--- src/design/websocket_client_frame_encoder_assert.svh ---
// Assertion macros shared by the frame encoder modules.
`ifndef WEBSOCKET_CLIENT_FRAME_ENCODER_ASSERT_SVH
`define WEBSOCKET_CLIENT_FRAME_ENCODER_ASSERT_SVH
`ifndef SYNTHESIS
`define WCFE_ASSERT_NOW(lbl, clk, rst_n, ante, cons) \
  lbl: assert property (@(posedge clk) disable iff (!rst_n) (ante) |-> (cons)) \
    else $error("%m: check failed");
`define WCFE_ASSERT_NXT(lbl, clk, rst_n, ante, cons) \
  lbl: assert property (@(posedge clk) disable iff (!rst_n) (ante) |=> (cons)) \
    else $error("%m: check failed");
`else
`define WCFE_ASSERT_NOW(lbl, clk, rst_n, ante, cons)
`define WCFE_ASSERT_NXT(lbl, clk, rst_n, ante, cons)
`endif
`endif

--- src/design/wcfe_pkg.sv ---
// Types and constants of the WebSocket client frame encoder.
`default_nettype none
package wcfe_pkg;

  localparam int unsigned QUEUE_DEPTH = 4;
  localparam int unsigned STEP_W      = 4;

  localparam logic [7:0] OPCODE_TEXT = 8'h81;
  localparam logic [7:0] MASK_BIT    = 8'h80;
  localparam logic [6:0] LEN_CODE_16 = 7'd126;
  localparam logic [6:0] LEN_CODE_64 = 7'd127;

  localparam logic [STEP_W-1:0] HDR_LEN_SHORT = STEP_W'(6);
  localparam logic [STEP_W-1:0] HDR_LEN_MED   = STEP_W'(8);
  localparam logic [STEP_W-1:0] HDR_LEN_LONG  = STEP_W'(14);

  typedef enum logic [1:0] {
    LEN_SHORT = 2'd0,
    LEN_MED   = 2'd1,
    LEN_LONG  = 2'd2
  } len_kind_e;

  // One unit of work for the back end: an optional header burst and an
  // optional payload word, already masked.
  typedef struct packed {
    logic        has_hdr;
    len_kind_e   len_kind;
    logic [31:0] msg_length;
    logic [31:0] mask_key;
    logic        has_pay;
    logic [7:0]  pay_byte;
    logic        pay_last;
  } job_t;

endpackage
`default_nettype wire

--- src/design/wcfe_if.sv ---
// Input and output channel interfaces of the frame encoder.
`default_nettype none
interface wcfe_in_if;
  logic        valid;
  logic        ready;
  logic        start_req;
  logic [31:0] msg_length;
  logic [31:0] mask_key;
  logic        has_byte;
  logic [7:0]  data_byte;

  modport source (output valid, start_req, msg_length, mask_key, has_byte, data_byte,
                  input ready);
  modport sink (input valid, start_req, msg_length, mask_key, has_byte, data_byte,
                output ready);
endinterface

interface wcfe_out_if;
  logic       valid;
  logic       ready;
  logic [7:0] out_byte;
  logic       frame_end;

  modport source (output valid, out_byte, frame_end, input ready);
  modport sink (input valid, out_byte, frame_end, output ready);
endinterface
`default_nettype wire

--- src/design/wcfe_front.sv ---
// Front end: accepts input words, tracks frame state, builds jobs.
`default_nettype none
module wcfe_front (
  input  wire logic          clk_i,
  input  wire logic          rst_ni,
  wcfe_in_if.sink            in_ch_i,
  input  wire logic          q_ready_i,
  output wcfe_pkg::job_t     job_o,
  output logic               push_o
);
  import wcfe_pkg::*;

  logic [31:0] left_q, left_d, left_s, left_dec;
  logic [31:0] mask_q, mask_d, mask_s;
  logic [1:0]  phase_q, phase_d, phase_s;
  logic        open_q, open_d, open_s;
  logic        accept, pay_ok, last;
  logic [7:0]  mask_sel;

  assign in_ch_i.ready = q_ready_i;
  assign accept = in_ch_i.valid && q_ready_i;

  always_comb begin
    // A start takes effect before the payload word of the same item.
    mask_s  = in_ch_i.start_req ? in_ch_i.mask_key : mask_q;
    left_s  = in_ch_i.start_req ? in_ch_i.msg_length : left_q;
    phase_s = in_ch_i.start_req ? 2'd0 : phase_q;
    open_s  = in_ch_i.start_req ? (in_ch_i.msg_length != 32'd0) : open_q;

    pay_ok   = in_ch_i.has_byte && open_s && (left_s != 32'd0);
    left_dec = left_s - 32'd1;
    last     = (left_dec == 32'd0);

    case (phase_s)
      2'd0:    mask_sel = mask_s[31:24];
      2'd1:    mask_sel = mask_s[23:16];
      2'd2:    mask_sel = mask_s[15:8];
      default: mask_sel = mask_s[7:0];
    endcase

    mask_d  = mask_s;
    left_d  = left_s;
    phase_d = phase_s;
    open_d  = open_s;
    if (pay_ok) begin
      left_d  = left_dec;
      phase_d = phase_s + 2'd1;
      open_d  = !last;
    end

    job_o.has_hdr    = in_ch_i.start_req;
    job_o.msg_length = in_ch_i.msg_length;
    job_o.mask_key   = in_ch_i.mask_key;
    if (in_ch_i.msg_length < 32'd126) begin
      job_o.len_kind = LEN_SHORT;
    end else if (in_ch_i.msg_length[31:16] == 16'd0) begin
      job_o.len_kind = LEN_MED;
    end else begin
      job_o.len_kind = LEN_LONG;
    end
    job_o.has_pay  = pay_ok;
    job_o.pay_byte = in_ch_i.data_byte ^ mask_sel;
    job_o.pay_last = last;

    // Drop items that produce no output word.
    push_o = accept && (in_ch_i.start_req || pay_ok);
  end

  always_ff @(posedge clk_i or negedge rst_ni) begin
    if (!rst_ni) begin
      left_q  <= '0;
      mask_q  <= '0;
      phase_q <= '0;
      open_q  <= 1'b0;
    end else if (accept) begin
      left_q  <= left_d;
      mask_q  <= mask_d;
      phase_q <= phase_d;
      open_q  <= open_d;
    end
  end

endmodule
`default_nettype wire

--- src/design/wcfe_queue.sv ---
// Job queue between the front and back ends.
`default_nettype none
`include "websocket_client_frame_encoder_assert.svh"
module wcfe_queue #(
  parameter int unsigned Depth = wcfe_pkg::QUEUE_DEPTH
) (
  input  wire logic           clk_i,
  input  wire logic           rst_ni,
  input  wire logic           push_i,
  input  wire wcfe_pkg::job_t job_i,
  output logic                ready_o,
  input  wire logic           pop_i,
  output wcfe_pkg::job_t      job_o,
  output logic                valid_o
);
  import wcfe_pkg::*;

  localparam int unsigned PtrW = (Depth > 1) ? $clog2(Depth) : 1;
  localparam int unsigned CntW = $clog2(Depth + 1);

  job_t            mem_q [Depth];
  logic [PtrW-1:0] wr_q, rd_q;
  logic [CntW-1:0] cnt_q, cnt_d;

  assign ready_o = (cnt_q != CntW'(Depth));
  assign valid_o = (cnt_q != '0);
  assign job_o   = mem_q[rd_q];

  always_comb begin
    cnt_d = cnt_q;
    if (push_i && !pop_i) begin
      cnt_d = cnt_q + CntW'(1);
    end else if (pop_i && !push_i) begin
      cnt_d = cnt_q - CntW'(1);
    end
  end

  always_ff @(posedge clk_i) begin
    if (push_i) begin
      mem_q[wr_q] <= job_i;
    end
  end

  always_ff @(posedge clk_i or negedge rst_ni) begin
    if (!rst_ni) begin
      wr_q  <= '0;
      rd_q  <= '0;
      cnt_q <= '0;
    end else begin
      cnt_q <= cnt_d;
      if (push_i) begin
        wr_q <= (wr_q == PtrW'(Depth - 1)) ? '0 : wr_q + PtrW'(1);
      end
      if (pop_i) begin
        rd_q <= (rd_q == PtrW'(Depth - 1)) ? '0 : rd_q + PtrW'(1);
      end
    end
  end

  `WCFE_ASSERT_NOW(a_no_push_full, clk_i, rst_ni, push_i, ready_o)
  `WCFE_ASSERT_NOW(a_no_pop_empty, clk_i, rst_ni, pop_i, valid_o)
  `WCFE_ASSERT_NXT(a_cnt_grows, clk_i, rst_ni, push_i && !pop_i,
                   cnt_q == $past(cnt_q) + CntW'(1))

endmodule
`default_nettype wire

--- src/design/wcfe_back.sv ---
// Back end: serializes header, mask and payload words into the output register.
`default_nettype none
`include "websocket_client_frame_encoder_assert.svh"
module wcfe_back (
  input  wire logic           clk_i,
  input  wire logic           rst_ni,
  input  wire wcfe_pkg::job_t job_i,
  input  wire logic           job_valid_i,
  output logic                pop_o,
  wcfe_out_if.source          out_ch_o
);
  import wcfe_pkg::*;

  typedef enum logic [1:0] {
    ST_HEAD = 2'b01,
    ST_DATA = 2'b10
  } back_state_e;

  back_state_e       state_q, state_d;
  logic [STEP_W-1:0] step_q, step_d;
  logic [STEP_W-1:0] hdr_len, ext_len, ext_idx, mask_idx;
  logic              out_valid_q;
  logic [7:0]        out_byte_q, byte_c, hdr_byte;
  logic              out_end_q, end_c;
  logic              load, emit_hdr, hdr_last;

  assign out_ch_o.valid     = out_valid_q;
  assign out_ch_o.out_byte  = out_byte_q;
  assign out_ch_o.frame_end = out_end_q;

  assign load = job_valid_i && (!out_valid_q || out_ch_o.ready);

  always_comb begin
    case (job_i.len_kind)
      LEN_SHORT: begin
        hdr_len = HDR_LEN_SHORT;
        ext_len = STEP_W'(0);
      end
      LEN_MED: begin
        hdr_len = HDR_LEN_MED;
        ext_len = STEP_W'(2);
      end
      default: begin
        hdr_len = HDR_LEN_LONG;
        ext_len = STEP_W'(8);
      end
    endcase
    ext_idx  = step_q - STEP_W'(2);
    mask_idx = step_q - STEP_W'(2) - ext_len;

    if (step_q == '0) begin
      hdr_byte = OPCODE_TEXT;
    end else if (step_q == STEP_W'(1)) begin
      case (job_i.len_kind)
        LEN_SHORT: hdr_byte = MASK_BIT | {1'b0, job_i.msg_length[6:0]};
        LEN_MED:   hdr_byte = MASK_BIT | {1'b0, LEN_CODE_16};
        default:   hdr_byte = MASK_BIT | {1'b0, LEN_CODE_64};
      endcase
    end else if (step_q < STEP_W'(2) + ext_len) begin
      // Extended length, big-endian; upper half of the 64-bit form is zero.
      if (job_i.len_kind == LEN_MED) begin
        hdr_byte = ext_idx[0] ? job_i.msg_length[7:0] : job_i.msg_length[15:8];
      end else if (ext_idx < STEP_W'(4)) begin
        hdr_byte = 8'h00;
      end else begin
        case (ext_idx[1:0])
          2'd0:    hdr_byte = job_i.msg_length[31:24];
          2'd1:    hdr_byte = job_i.msg_length[23:16];
          2'd2:    hdr_byte = job_i.msg_length[15:8];
          default: hdr_byte = job_i.msg_length[7:0];
        endcase
      end
    end else begin
      case (mask_idx[1:0])
        2'd0:    hdr_byte = job_i.mask_key[31:24];
        2'd1:    hdr_byte = job_i.mask_key[23:16];
        2'd2:    hdr_byte = job_i.mask_key[15:8];
        default: hdr_byte = job_i.mask_key[7:0];
      endcase
    end

    hdr_last = (step_q == hdr_len - STEP_W'(1));
    emit_hdr = (state_q == ST_HEAD) && job_i.has_hdr;
    byte_c   = emit_hdr ? hdr_byte : job_i.pay_byte;
    end_c    = emit_hdr ? (hdr_last && (job_i.msg_length == 32'd0)) : job_i.pay_last;

    state_d = state_q;
    step_d  = step_q;
    pop_o   = 1'b0;
    if (load) begin
      unique case (state_q)
        ST_HEAD: begin
          if (job_i.has_hdr) begin
            if (hdr_last) begin
              step_d = '0;
              if (job_i.has_pay) begin
                state_d = ST_DATA;
              end else begin
                pop_o = 1'b1;
              end
            end else begin
              step_d = step_q + STEP_W'(1);
            end
          end else begin
            pop_o = 1'b1;
          end
        end
        ST_DATA: begin
          pop_o   = 1'b1;
          state_d = ST_HEAD;
        end
        default: begin
          state_d = ST_HEAD;
          step_d  = '0;
        end
      endcase
    end
  end

  always_ff @(posedge clk_i or negedge rst_ni) begin
    if (!rst_ni) begin
      state_q     <= ST_HEAD;
      step_q      <= '0;
      out_valid_q <= 1'b0;
    end else begin
      state_q <= state_d;
      step_q  <= step_d;
      if (load) begin
        out_valid_q <= 1'b1;
      end else if (out_ch_o.ready) begin
        out_valid_q <= 1'b0;
      end
    end
  end

  always_ff @(posedge clk_i) begin
    if (load) begin
      out_byte_q <= byte_c;
      out_end_q  <= end_c;
    end
  end

  `WCFE_ASSERT_NOW(a_data_has_job, clk_i, rst_ni, state_q == ST_DATA,
                   job_valid_i && job_i.has_pay)
  `WCFE_ASSERT_NOW(a_step_in_head, clk_i, rst_ni, step_q != '0,
                   state_q == ST_HEAD && job_valid_i && job_i.has_hdr)
  `WCFE_ASSERT_NOW(a_pop_on_load, clk_i, rst_ni, pop_o, load)

endmodule
`default_nettype wire

--- src/design/websocket_client_frame_encoder.sv ---
// Top level of the masked WebSocket client text-frame encoder.
// Usage: an input word with start_req set opens a frame and yields the header
// burst (0x81, masked length with 16- or 64-bit extension, four mask bytes):
// 6, 8 or 14 output words for lengths below 126, below 65536 and above. Each
// payload word of an open frame yields one masked output word. The input side
// takes one word per clock while the job queue (QueueDepth entries) has room;
// the output side delivers one word per clock while out_ch_o.ready is high,
// so a run of payload words streams at that rate and a frame start costs its
// header length in output words, which the queue absorbs up to its depth. An
// input word crosses the queue memory, then the output register. frame_end
// marks the last word of each frame, the last mask byte for an empty frame.
`default_nettype none
module websocket_client_frame_encoder #(
  parameter int unsigned QueueDepth = wcfe_pkg::QUEUE_DEPTH
) (
  input  wire logic  clk_i,
  input  wire logic  rst_ni,
  wcfe_in_if.sink    in_ch_i,
  wcfe_out_if.source out_ch_o
);
  import wcfe_pkg::*;

  job_t push_job, head_job;
  logic push, q_ready, pop, head_valid;

  wcfe_front u_front (
    .clk_i     (clk_i),
    .rst_ni    (rst_ni),
    .in_ch_i   (in_ch_i),
    .q_ready_i (q_ready),
    .job_o     (push_job),
    .push_o    (push)
  );

  wcfe_queue #(
    .Depth (QueueDepth)
  ) u_queue (
    .clk_i   (clk_i),
    .rst_ni  (rst_ni),
    .push_i  (push),
    .job_i   (push_job),
    .ready_o (q_ready),
    .pop_i   (pop),
    .job_o   (head_job),
    .valid_o (head_valid)
  );

  wcfe_back u_back (
    .clk_i       (clk_i),
    .rst_ni      (rst_ni),
    .job_i       (head_job),
    .job_valid_i (head_valid),
    .pop_o       (pop),
    .out_ch_o    (out_ch_o)
  );

endmodule
`default_nettype wire
--- src/flat_wrapper.sv ---
// flat-port wrapper written by rule: the top's interface ports become plain ports
module websocket_client_frame_encoder_flat import wcfe_pkg::*;
#(
  parameter int unsigned QueueDepth = wcfe_pkg::QUEUE_DEPTH
)
  (clk_i, rst_ni, in_ch_i_valid, in_ch_i_start_req, in_ch_i_msg_length, in_ch_i_mask_key, in_ch_i_has_byte, in_ch_i_data_byte, in_ch_i_ready, out_ch_o_valid, out_ch_o_out_byte, out_ch_o_frame_end, out_ch_o_ready);
  wcfe_in_if in_ch_i_i ();
  wcfe_out_if out_ch_o_i ();
  input  wire logic clk_i;
  input  wire logic rst_ni;
  input wire logic [$bits(in_ch_i_i.valid)-1:0] in_ch_i_valid;
  input wire logic [$bits(in_ch_i_i.start_req)-1:0] in_ch_i_start_req;
  input wire logic [$bits(in_ch_i_i.msg_length)-1:0] in_ch_i_msg_length;
  input wire logic [$bits(in_ch_i_i.mask_key)-1:0] in_ch_i_mask_key;
  input wire logic [$bits(in_ch_i_i.has_byte)-1:0] in_ch_i_has_byte;
  input wire logic [$bits(in_ch_i_i.data_byte)-1:0] in_ch_i_data_byte;
  output wire logic [$bits(in_ch_i_i.ready)-1:0] in_ch_i_ready;
  output wire logic [$bits(out_ch_o_i.valid)-1:0] out_ch_o_valid;
  output wire logic [$bits(out_ch_o_i.out_byte)-1:0] out_ch_o_out_byte;
  output wire logic [$bits(out_ch_o_i.frame_end)-1:0] out_ch_o_frame_end;
  input wire logic [$bits(out_ch_o_i.ready)-1:0] out_ch_o_ready;
  assign in_ch_i_i.valid = in_ch_i_valid;
  assign in_ch_i_i.start_req = in_ch_i_start_req;
  assign in_ch_i_i.msg_length = in_ch_i_msg_length;
  assign in_ch_i_i.mask_key = in_ch_i_mask_key;
  assign in_ch_i_i.has_byte = in_ch_i_has_byte;
  assign in_ch_i_i.data_byte = in_ch_i_data_byte;
  assign in_ch_i_ready = in_ch_i_i.ready;
  assign out_ch_o_valid = out_ch_o_i.valid;
  assign out_ch_o_out_byte = out_ch_o_i.out_byte;
  assign out_ch_o_frame_end = out_ch_o_i.frame_end;
  assign out_ch_o_i.ready = out_ch_o_ready;
  websocket_client_frame_encoder #(.QueueDepth(QueueDepth)) u_core (.clk_i(clk_i), .rst_ni(rst_ni), .in_ch_i(in_ch_i_i), .out_ch_o(out_ch_o_i));
endmodule
--- config.mk ---
export PLATFORM = sky130hd
export DESIGN_NAME = websocket_client_frame_encoder_flat
export DESIGN_NICKNAME = d
export VERILOG_FILES = /design/src/design/wcfe_pkg.sv /design/src/design/wcfe_if.sv /design/src/design/wcfe_front.sv /design/src/design/wcfe_queue.sv /design/src/design/wcfe_back.sv /design/src/design/websocket_client_frame_encoder.sv /design/src/flat_wrapper.sv
export VERILOG_INCLUDE_DIRS = /design/src /design/src/design
export SDC_FILE = /design/constraint.sdc
export NUM_CORES = 1
export LEC_CHECK = 0
export ABC_AREA = 1
export BUFFER_PORTS_ARGS = -buffer_cell sky130_fd_sc_hd__buf_4
export CELL_PAD_IN_SITES_DETAIL_PLACEMENT = 0
export CELL_PAD_IN_SITES_GLOBAL_PLACEMENT = 2
export CORE_MARGIN = 2
export CORE_UTILIZATION = 36
export CTS_CLUSTER_DIAMETER = 30
export DETAILED_ROUTE_END_ITERATION = 16
export PLACE_DENSITY_LB_ADDON = 0.08
export SYNTH_ARGS = -nofsm -noshare
export SYNTH_HDL_FRONTEND = slang
export SYNTH_SLANG_ARGS = --single-unit
--- constraint.sdc ---
create_clock -name clk_i -period 4.7 [get_ports clk_i]
set_input_delay 0.47 -clock clk_i [delete_from_list [all_inputs] [get_ports clk_i]]
set_output_delay 0.47 -clock clk_i [all_outputs]
set_load 0.02 [all_outputs]
## After elaboration in Yosys (flattened, before gate mapping)

Memory sizes are Yosys's and may differ from the RTL's.
Index checks and enable logic that the tools add are counted.

- Add/subtract/negate cells: 11
- Muxes and demuxes: 43
- Eq/ne operators: 17
- Order comparisons: 3
- Bitwise gates (word level): 2
- Reduce and logical (&&, ||, !) cells: 30

Operators with widths:

| cell | count |
|---|---|
| $mux 32 | 3 |
| $pmux 8 s3 | 3 |
| $logic_not 32->1 | 2 |
| $reduce_bool 32->1 | 2 |
| $mux 8 | 7 |
| $lt 32x7->1 const B | 1 |
| $sub 32x1->32 const B | 1 |
| $pmux 4 s2 | 3 |
| $mux 2 | 10 |
| $logic_not 16->1 | 1 |
| $pmux 7 s2 | 1 |
| $eq 2x2->1 const B | 6 |
| $mux 1 | 11 |
| $eq 2x1->1 const B | 5 |
| $logic_and 1x1->1 | 9 |
| $logic_not 2->1 | 4 |
| $mux 4 | 2 |
| $xor 8x8->8 | 1 |
| $add 2x1->2 const B | 3 |
| $mux 3 | 2 |
| $add 2x4->4 const A | 1 |
| $add 4x1->4 const B | 1 |
| $eq 4x1->1 const B | 1 |
| $eq 4x4->1 | 1 |
| other kinds (19) | 25 |

- Memories: 1
- Register bits after elaboration: 90
- RAM bits: 308

Memory list:

| memory | words | width | rd ports | clocked after Yosys merged registers in | wr ports | RTL line | text |
|---|---|---|---|---|---|---|---|
| u_core.u_queue.mem_q | 4 | 77 | 1 | 0 | 1 | wcfe_queue.sv:21 | `job_t mem_q [Depth];` |

## Depth between registers and ports, before layout

Gate-level depths: netlist of run 1.
An unclocked memory read counts as a cell.

- Word-level depth: 12
- Mapped depth: 21

## Cells and area by module

Synthesis of run 1 repeated with hierarchy kept, for this count alone.

- Cell total of the unflattened synthesis: 2258
- Area, all modules: 21042.7 um^2

Modules (own cells, without submodules):

| module | seq. area each (um^2) | area an instance (um^2) | instances | cells an instance |
|---|---|---|---|---|
| wcfe_queue | 9424.0 | 13140.1 | 1 | 952 |
| wcfe_front | 1676.6 | 6049.6 | 1 | 991 |
| wcfe_back | 446.7 | 1853.0 | 1 | 315 |

## Worst setup path after synthesis of run 1

No wires, ideal clock.

- Path type: input-to-reg
- From: in in_ch_i_start_req
- To: mem u_core.u_queue.mem_q[0][0] (netlist name) (enable)
- Data required time: 4.187 ns
- Path buffers: 2
- Library setup time: 0.513 ns
- Setup slack: -0.787 ns
- Data arrival time: 4.974 ns
- Cell stages on the path: 13
- Cells stage by stage: inv_2 -> buf_6 -> buf_6 -> nand2_1 -> nand2_1 -> ha_1 -> nand3_1 -> nor2_2 -> nand3_2 -> o21ai_4 -> nor2_8 -> o21ai_4 -> nor2_1

- Longest elaborated chain between the ends: 7

RTL lines:

| element | RTL line | text |
|---|---|---|
| start: declaration | flat_wrapper.sv:12 | `input wire logic [$bits(in_ch_i_i.start_req)-1:0] in_ch_i_start_req;` |
| $mux 32 / $mux 1 (equally long branches) | wcfe_front.sv:26, wcfe_front.sv:28 |  |
| $reduce_bool 32->1 / $logic_and 1x1->1 (equally long branches) | wcfe_front.sv:30 | `pay_ok = in_ch_i.has_byte && open_s && (left_s != 32'd0);` |
| $logic_and 1x1->1 | wcfe_front.sv:30 |  |
| $logic_or 1x1->1 (*) | wcfe_front.sv:66 | `push_o = accept && (in_ch_i.start_req \|\| pay_ok);` |
| $logic_and 1x1->1 (*) | wcfe_front.sv:66 |  |
| $mux 1 (*) | wcfe_queue.sv:39 | `if (push_i) begin` |
| $mux 1 (implied by the code) (*) | wcfe_queue.sv:40 | `mem_q[wr_q] <= job_i;` |
| end: declaration | wcfe_queue.sv:21 |  |

Mark *: on every way between the ends. The rest lies on a longest branch, timed or not.

## Final worst setup path of run 1

- From: reg u_core.u_queue.rd_q[0]
- To: reg u_core.u_queue.cnt_q[1]

- Longest elaborated chain between the ends: 12

RTL lines:

| element | RTL line | text |
|---|---|---|
| start: declaration | wcfe_queue.sv:22 | `logic [PtrW-1:0] wr_q, rd_q;` |
| start signal: assignment | wcfe_queue.sv:55 | `rd_q <= (rd_q == PtrW'(Depth - 1)) ? '0 : rd_q + PtrW'(1);` |
| $mem_v2 4x77 (*) | - |  |
| $eq 2x1->1 / $logic_not 2->1 (equally long branches) | wcfe_back.sv:34 | `case (job_i.len_kind)` |
| $pmux 4 s2 | wcfe_back.sv:34 |  |
| $sub 4x1->4 | wcfe_back.sv:82 | `hdr_last = (step_q == hdr_len - STEP_W'(1));` |
| $eq 4x4->1 | wcfe_back.sv:82 |  |
| $mux 1 | wcfe_back.sv:94 | `if (hdr_last) begin` |
| $mux 1 (*) | wcfe_back.sv:93 | `if (job_i.has_hdr) begin` |
| $pmux 1 s2 (*) | wcfe_back.sv:91 | `unique case (state_q)` |
| $mux 1 (*) | wcfe_back.sv:90 | `if (load) begin` |
| $logic_not 1->1 (*) | wcfe_queue.sv:31 | `if (push_i && !pop_i) begin` |
| $logic_and 1x1->1 (*) | wcfe_queue.sv:31 |  |
| $mux 3 (*) | wcfe_queue.sv:31 |  |
| named net u_core.u_queue.cnt_d[1] | wcfe_queue.sv:23 | `logic [CntW-1:0] cnt_q, cnt_d;` |
| end signal: assignment | wcfe_queue.sv:50 | `cnt_q <= cnt_d;` |
| end: declaration | wcfe_queue.sv:23 |  |

The timed path passes the listed nets; every way through them passes the cells marked *.
A chain may end at the register's enable or synchronous reset.

==> impl_metrics.ini, run 1 <==
[run_status]
status = finished, final reports clean

[pwr]
peakVddDrop_uv = 404.4
p_seq_share_pct = 27.8
power.clock.fraction_pct = 42.8
power_density_nw_per_um2 = 714.6
p_sw_share_pct = 35.50
p_int_w = 0.01128
p_leak_nw = 9.741
comb_power_share_pct = 29.4
p_switching_w = 0.006210

[floorplanning]
die_h_um = 236.0
start_util_pct = 36.22
design.core.area_um2 = 53500
row_count = 85
dieArea_um2 = 55690
die-width_um = 236.0
ios = 89

[worst_hold_path]
hold_class = input pin to flop

[synthesis]
synthTopCellsByCount = nand2_1 (563), edfxtp_1 (317), o21ai_0 (232)
syn_area_um2 = 19370
synth.top_cell.area_share_pct = 49.13
ys_ff_latch = 398
synthArstFlopShare_pct = 20.35
syn_inst = 2061
yosysMostFrequentCell = nand2_1
avgSynthCellArea_um2 = 9.401
ys.flop_type = edfxtp_1
netlist_top_cells_area = edfxtp_1 (49%), nand2_1 (11%), dfrtp_1 (10%)
yosys_warnings = 0
synth_nets = 2164
yosysSeqAreaShare_pct = 59.60
synth_top_area_cell = edfxtp_1
synth.distinct_cells = 54
synth_edf_count = 317

[route]
wl_per_cell_um = 21.01
antenna_left = 0
drtIter0Drc = 1167
top_layer = met5
met3_length_um = 3844
drc = 0
num_vias = 15230
drt-met1-wl_um = 29760
wl_met2_um = 27320
via_per_inst = 5.117
totalWireLength_um = 62520
drt_first_pass_iters = 5

[finish]
insertedDiodeCount = 0
nets = 2293
layout-drive-gt1-share_pct = 16.05
fin_util_pct = 45.75
design_area_um2 = 24480
area_delta_synth_final_pct = 26.33

[clocking]
cts.path.max_buffers = 3
insertion_delay_ns = 0.64
cts_setup_buffers = 0
clock_sinks = 398
tritoncts = yes
cts_root_buf = clkbuf_16
clk_transition_reported_paths_ns = 0.05
numCtsBuffers = 102
ctsHtreeMaxLevel = 3

[global_routing]
grt_pass1_wl_um = 94130
grt_pass1_vias = 14950
overflow = 0
antenna_found_initial = 1
grt_max_degree = 87
grt_use_total_pct = 22.65

[timing]
skew_ns = 0.02851
slew_headroom_pct = 35.70
min_period_ns = 3.980
fmax_mhz = 251.3
setup_viol = 0
rsz0062_at_grt = no
hold_violations = 0
tns_ns = 0
tightest_slew_ns = 0.9544
worst_hold_slack_ns = 0.05150
fin_crit_sh_pct = 84.68
slew_viol_final = 0

[critical_path]
cp_num_buf_inv = 4
slowest_stage = dfrtp_4
cp_common_cell = inv_1
path_cells = inv_4 > o21ai_0 > o22a_1 > nand2_1 > ha_1 > nor2_1 > inv_1 > nor3_1 > inv_1 > o21ai_1 > nand2_1 > ha_1 > inv_1 > fa_1 > nor2_1 > a21oi_1
start_kind = flop
end_kind = flop
crit_path_max_fanout = 20
crit_arrival_ns = 4.49
slowest_delay_ns = 0.58
critPathKind = flop to flop
crit_required_ns = 5.21
critical_path.top_delay_family = adder cells

[job]
max-cap-violations = 0

[placement]
placed_area_um2 = 20710
dp_hpwl_um = 41160
place.gp.congestion = 0.9084
portBuffers = 88
[cells by family (layout without fill, tap and decap cells)]
| logic type | after synthesis | in the layout | synth area share (%) |
|---|---|---|---|
| adder cells (fa/ha/maj) | 25 | 25 | 1.653 |
| buffers and inverters | 259 | 478 | 5.728 |
| AO/OA/AOI/OAI | 406 | 406 | 11.71 |
| flip-flops | 398 | 398 | 59.60 |
| AND/OR/NAND/NOR | 960 | 960 | 20.72 |
| XOR/XNOR | 13 | 13 | 0.5877 |
[final timing paths]
| path | startpoint | endpoint | slack, ns | depth (start not counted) |
|---|---|---|---|---|
| max in group asynchronous | rst_ni | u_core.u_front.left_q[30]$_DFFE_PN0P_ | 3.04 | 3 |
| max reg2reg | u_core.u_queue.rd_q[0]$_DFFE_PN0P_ | u_core.u_queue.cnt_q[1]$_DFFE_PN0P_ | 0.72 | 16 |
| min | in_ch_i_mask_key[3] | u_core.u_queue.mem_q[3][13]$_DFFE_PP_ | 0.05 | 1 |
| max | u_core.u_queue.rd_q[0]$_DFFE_PN0P_ | u_core.u_queue.cnt_q[1]$_DFFE_PN0P_ | 0.72 | 16 |
| min in group asynchronous | rst_ni | u_core.u_back.out_ch_o.valid$_DFFE_PN0P_ | 0.46 | 2 |
| min reg2reg | u_core.u_front.left_q[20]$_DFFE_PN0P_ | u_core.u_front.left_q[20]$_DFFE_PN0P_ | 0.49 | 2 |
[layer usage]
layer	GRT usage, %	up-vias
li1	-	7343
met1	32.72	7323
met2	33.57	457
met3	4.646	103
met4	8.280	2
met5	0	-
[worst reg2reg max path, delay by kind of cell, from the launching register on]
family          cells  cell delay (ns)
compound gates      4             0.62
flops               1             0.58
fa+ha+maj           3             1.15
buf+inv             4             0.37
simple gates        5             1.12
[sequential cells by signal, summed over array words and instances (netlist names)]
name and flops:
u_core.u_queue.wr_q 2, u_core.u_back.out_ch_o.frame_end 1, u_core.u_front.left_q 32, u_core.u_queue.mem_q 308, u_core.u_back.step_q 4, u_core.u_queue.rd_q 2, u_core.u_front.phase_q 2, u_core.u_queue.cnt_q 3
u_core.u_back.out_ch_o.out_byte 8, u_core.u_front.open_q 1, u_core.u_front.mask_q 32, u_core.u_back.out_ch_o.valid 1, u_core.u_back.state_q 2
[cell type report]
class | instances | area (µm²)
Multi-Input combinational cell | 1404 | 6748
Fill cell | 5165 | 29020
Tap cell | 696 | 870.8
Clock buffer | 113 | 2624
Inverter | 163 | 616.8
Sequential cell | 398 | 11550
Timing Repair Buffer | 121 | 938.4
Clock inverter | 81 | 1126
[cell usage in the layout (no fill, tap or decap), drive strengths merged, types with 43 or more instances in the layout]
| master | netlist | routed |
|---|---|---|
| a21oi | 52 | 52 |
| nor2 | 224 | 224 |
| inv | 160 | 164 |
| dfrtp | 80 | 80 |
| edfxtp | 317 | 317 |
| nand2 | 581 | 581 |
| o21ai | 258 | 258 |
| buf | 36 | 119 |
| clkinv | 3 | 43 |
| clkbuf | 60 | 113 |
| o22ai | 47 | 47 |
| nand3 | 115 | 115 |
[per-stage QoR]
stage	std cells	total power [W]	worst slack [ns]
2_1_floorplan	2061	0.008146	-0.7870
3_3_place_gp	2780	0.01006	0.2794
3_5_place_dp	2780	0.01008	0.2469
4_1_cts	2976	0.01765	0.7295
5_1_grt	2976	0.01846	0.3551
6_report	2976	0.01749	0.7200
[power groups by stage]
stage                     clock network, W  registers (W)  logic (W)
after floorplan                          0        0.00494    0.00321
after global placement                   0        0.00492    0.00514
after detailed placement                 0        0.00492    0.00516
after CTS                          0.00760        0.00487    0.00518
after global routing               0.00780        0.00493    0.00573
final                              0.00748        0.00487    0.00514
[what timing repair did]
item | in CTS | in global routing
hold buffers | 2 | 0
endpoints found under the hold margin | 41 | 0
resized for setup | 0 | 0
Note: power is estimated with default switching activity, not from simulation.
==> run 2: changes to the inputs <==
--- a/config.mk
+++ b/config.mk
@@ -11,7 +11,7 @@
 export CELL_PAD_IN_SITES_DETAIL_PLACEMENT = 0
 export CELL_PAD_IN_SITES_GLOBAL_PLACEMENT = 2
 export CORE_MARGIN = 2
-export CORE_UTILIZATION = 36
+export CORE_UTILIZATION = 40
 export CTS_CLUSTER_DIAMETER = 30
 export DETAILED_ROUTE_END_ITERATION = 16
 export PLACE_DENSITY_LB_ADDON = 0.08
==> constraint.sdc (replaced) <==
create_clock -name clk_i -period 3.7 [get_ports clk_i]
set_input_delay 0.37 -clock clk_i [delete_from_list [all_inputs] [get_ports clk_i]]
set_output_delay 0.37 -clock clk_i [all_outputs]
set_load 0.02 [all_outputs]
==> impl_metrics.ini, run 2 (synthesis results as in run 1) <==
[floorplanning]
start_util_pct = 40.58
row_count = 80
die-width_um = 224.1
die_h_um = 224.1
dieArea_um2 = 50210
design.core.area_um2 = 47750
ios = 89

[finish]
largest_reg_flops = 308
layout-drive-gt1-share_pct = 16.55
mostFrequentLayoutCells = nand2_1 (563), edfxtp_1 (317), o21ai_0 (232), nor2_1 (195), inv_1 (154)
area_delta_synth_final_pct = 29.26
reg.largest.list = u_core.u_queue.mem_q: 308 flops, u_core.u_front.left_q: 32 flops, u_core.u_front.mask_q: 32 flops
nets = 2382
regMostFlops = u_core.u_queue.mem_q
insertedDiodeCount = 0
mostFrequentLayoutCell = nand2_1
final_cells = 2978

[job]
max-cap-violations = 0

[timing]
slew_headroom_pct = 26.59
skew_ns = 0.04091
min_period_ns = 3.325
fin_crit_sh_pct = 89.85
slew_viol_final = 0
tightest_slew_ns = 1.099
hold_violations = 0
fmax_mhz = 300.8
layout_setup_ws_ns = 0.3755
setup_viol = 0
rsz0062_at_grt = no

[clocking]
numCtsBuffers = 97
insertion_delay_ns = 0.63
clk_transition_reported_paths_ns = 0.05
cts_setup_buffers = 0
clock_sinks = 398
cts.path.max_buffers = 3
ctsHtreeMaxLevel = 3
tritoncts = yes
cts_root_buf = clkbuf_16

[critical_path]
crit_required_ns = 4.20
critPathKind = flop to flop
start_kind = flop
rrSetupSlack_ns = 0.38
end_kind = flop
crit_path_max_fanout = 94
crit_arrival_ns = 3.83

[placement]
post-place-cells = 2736
preCtsSetupSlack_ns = 0.1384
place.gp.congestion = 0.8820
dp_hpwl_um = 39250
portBuffers = 88

[run_status]
status = finished, final reports clean

[global_routing]
antenna_found_initial = 1
grt_pass1_vias = 15280
grt_max_degree = 98
grt_use_total_pct = 24.12
busiest_layer = met2
grt_pass1_wl_um = 91250
met2_usage_pct = 36.84
overflow = 0
grt_use_met3_pct = 3.961
grt_use_met1_pct = 35.11

[route]
antenna_left = 0
drt_first_pass_iters = 5
drc = 0
drtIter0Drc = 1331
totalWireLength_um = 59770
via_per_inst = 5.211
num_vias = 15520
wl_per_cell_um = 20.07

[worst_hold_path]
hold_class = input pin to flop

[pwr]
power_density_nw_per_um2 = 869.5
peakVddDrop_uv = 505.8
total_power_w = 0.02178
p_leak_nw = 10.09
[run 2: changes by cell type in the layout (fill, tap and decap cells not counted), moves of 2 or more]
cell	previous run	this run
clkinvlp_4	15	8
clkbuf_16	102	98
clkbuf_8	3	1
clkinv_1	7	11
buf_12	2	8
buf_4	117	148
dlygate4sd3_1	2	59
bufinv_16	22	19
[run 2: worst max-delay path, stage by stage, from the launching register on]
cell	delay, ns
dfrtp_4	0.51
inv_4	0.09
buf_4	0.75
nand2_1	0.12
nand3_1	0.15
a21oi_1	0.11
nor2_1	0.16
o21ai_1	0.09
nand2_1	0.14
ha_1	0.17
inv_1	0.07
fa_1	0.38
a21oi_1	0.15
o21ai_0	0.11
xor2_1	0.15
[run 2: path summary, 6_finish.rpt]
| kind | from | end | cells after the start |
|---|---|---|---|
| worst max-delay path | u_core.u_queue.rd_q[0]$_DFFE_PN0P_ | u_core.u_queue.cnt_q[2]$_DFFE_PN0P_ | 14 |
| worst min-delay path | in_ch_i_msg_length[24] | u_core.u_queue.mem_q[2][66]$_DFFE_PP_ | 1 |
| worst max register to register | u_core.u_queue.rd_q[0]$_DFFE_PN0P_ | u_core.u_queue.cnt_q[2]$_DFFE_PN0P_ | 14 |
| worst min register to register | u_core.u_front.left_q[19]$_DFFE_PN0P_ | u_core.u_front.left_q[19]$_DFFE_PN0P_ | 2 |
| max in group asynchronous | rst_ni | u_core.u_front.left_q[2]$_DFFE_PN0P_ | 4 |
| min in group asynchronous | rst_ni | u_core.u_front.left_q[10]$_DFFE_PN0P_ | 2 |
[run 2: per-stage QoR]
stage	setup TNS (ns)	hold WS, ns	instance area, µm²	utilization, %
floorplan	-123.66	0.07441	19380	-
global placement	0	0.4653	20960	43.89
detailed placement	0	0.4584	20960	43.89
CTS	0	0.0005675	25040	52.44
global route	0	0.01398	25040	52.45
finish	0	0.03218	25040	52.45
[run 2: timing repair]
item                                    4_1_cts  5_1_grt
endpoints found under the setup margin        0        3
hold buffers                                 59        0
gates resized for setup                       0        3
endpoints found under the hold margin       253        0
[run 2: power breakdown]
group / internal (W) / switching, W / total, W
sequential: 0.00587 / 0.000271 / 0.00614
combinational: 0.00198 / 0.00473 / 0.00671
clock: 0.00619 / 0.00273 / 0.00892
[run 2: per-layer routing]
metal	wire [µm]	vias to the layer above
li1	-	7513
met2	26550	438
met5	0	-
met4	1170	0
met1	28640	7489
met3	3415	78
[run 2: cell type report]
class	count	area, µm²
Timing Repair Buffer	215	1862
Fill cell	4372	22700
Clock inverter	77	997.2
Clock buffer	106	2492
Multi-Input combinational cell	1404	6754
Inverter	163	616.8
Tap cell	615	769.5
Sequential cell	398	11550
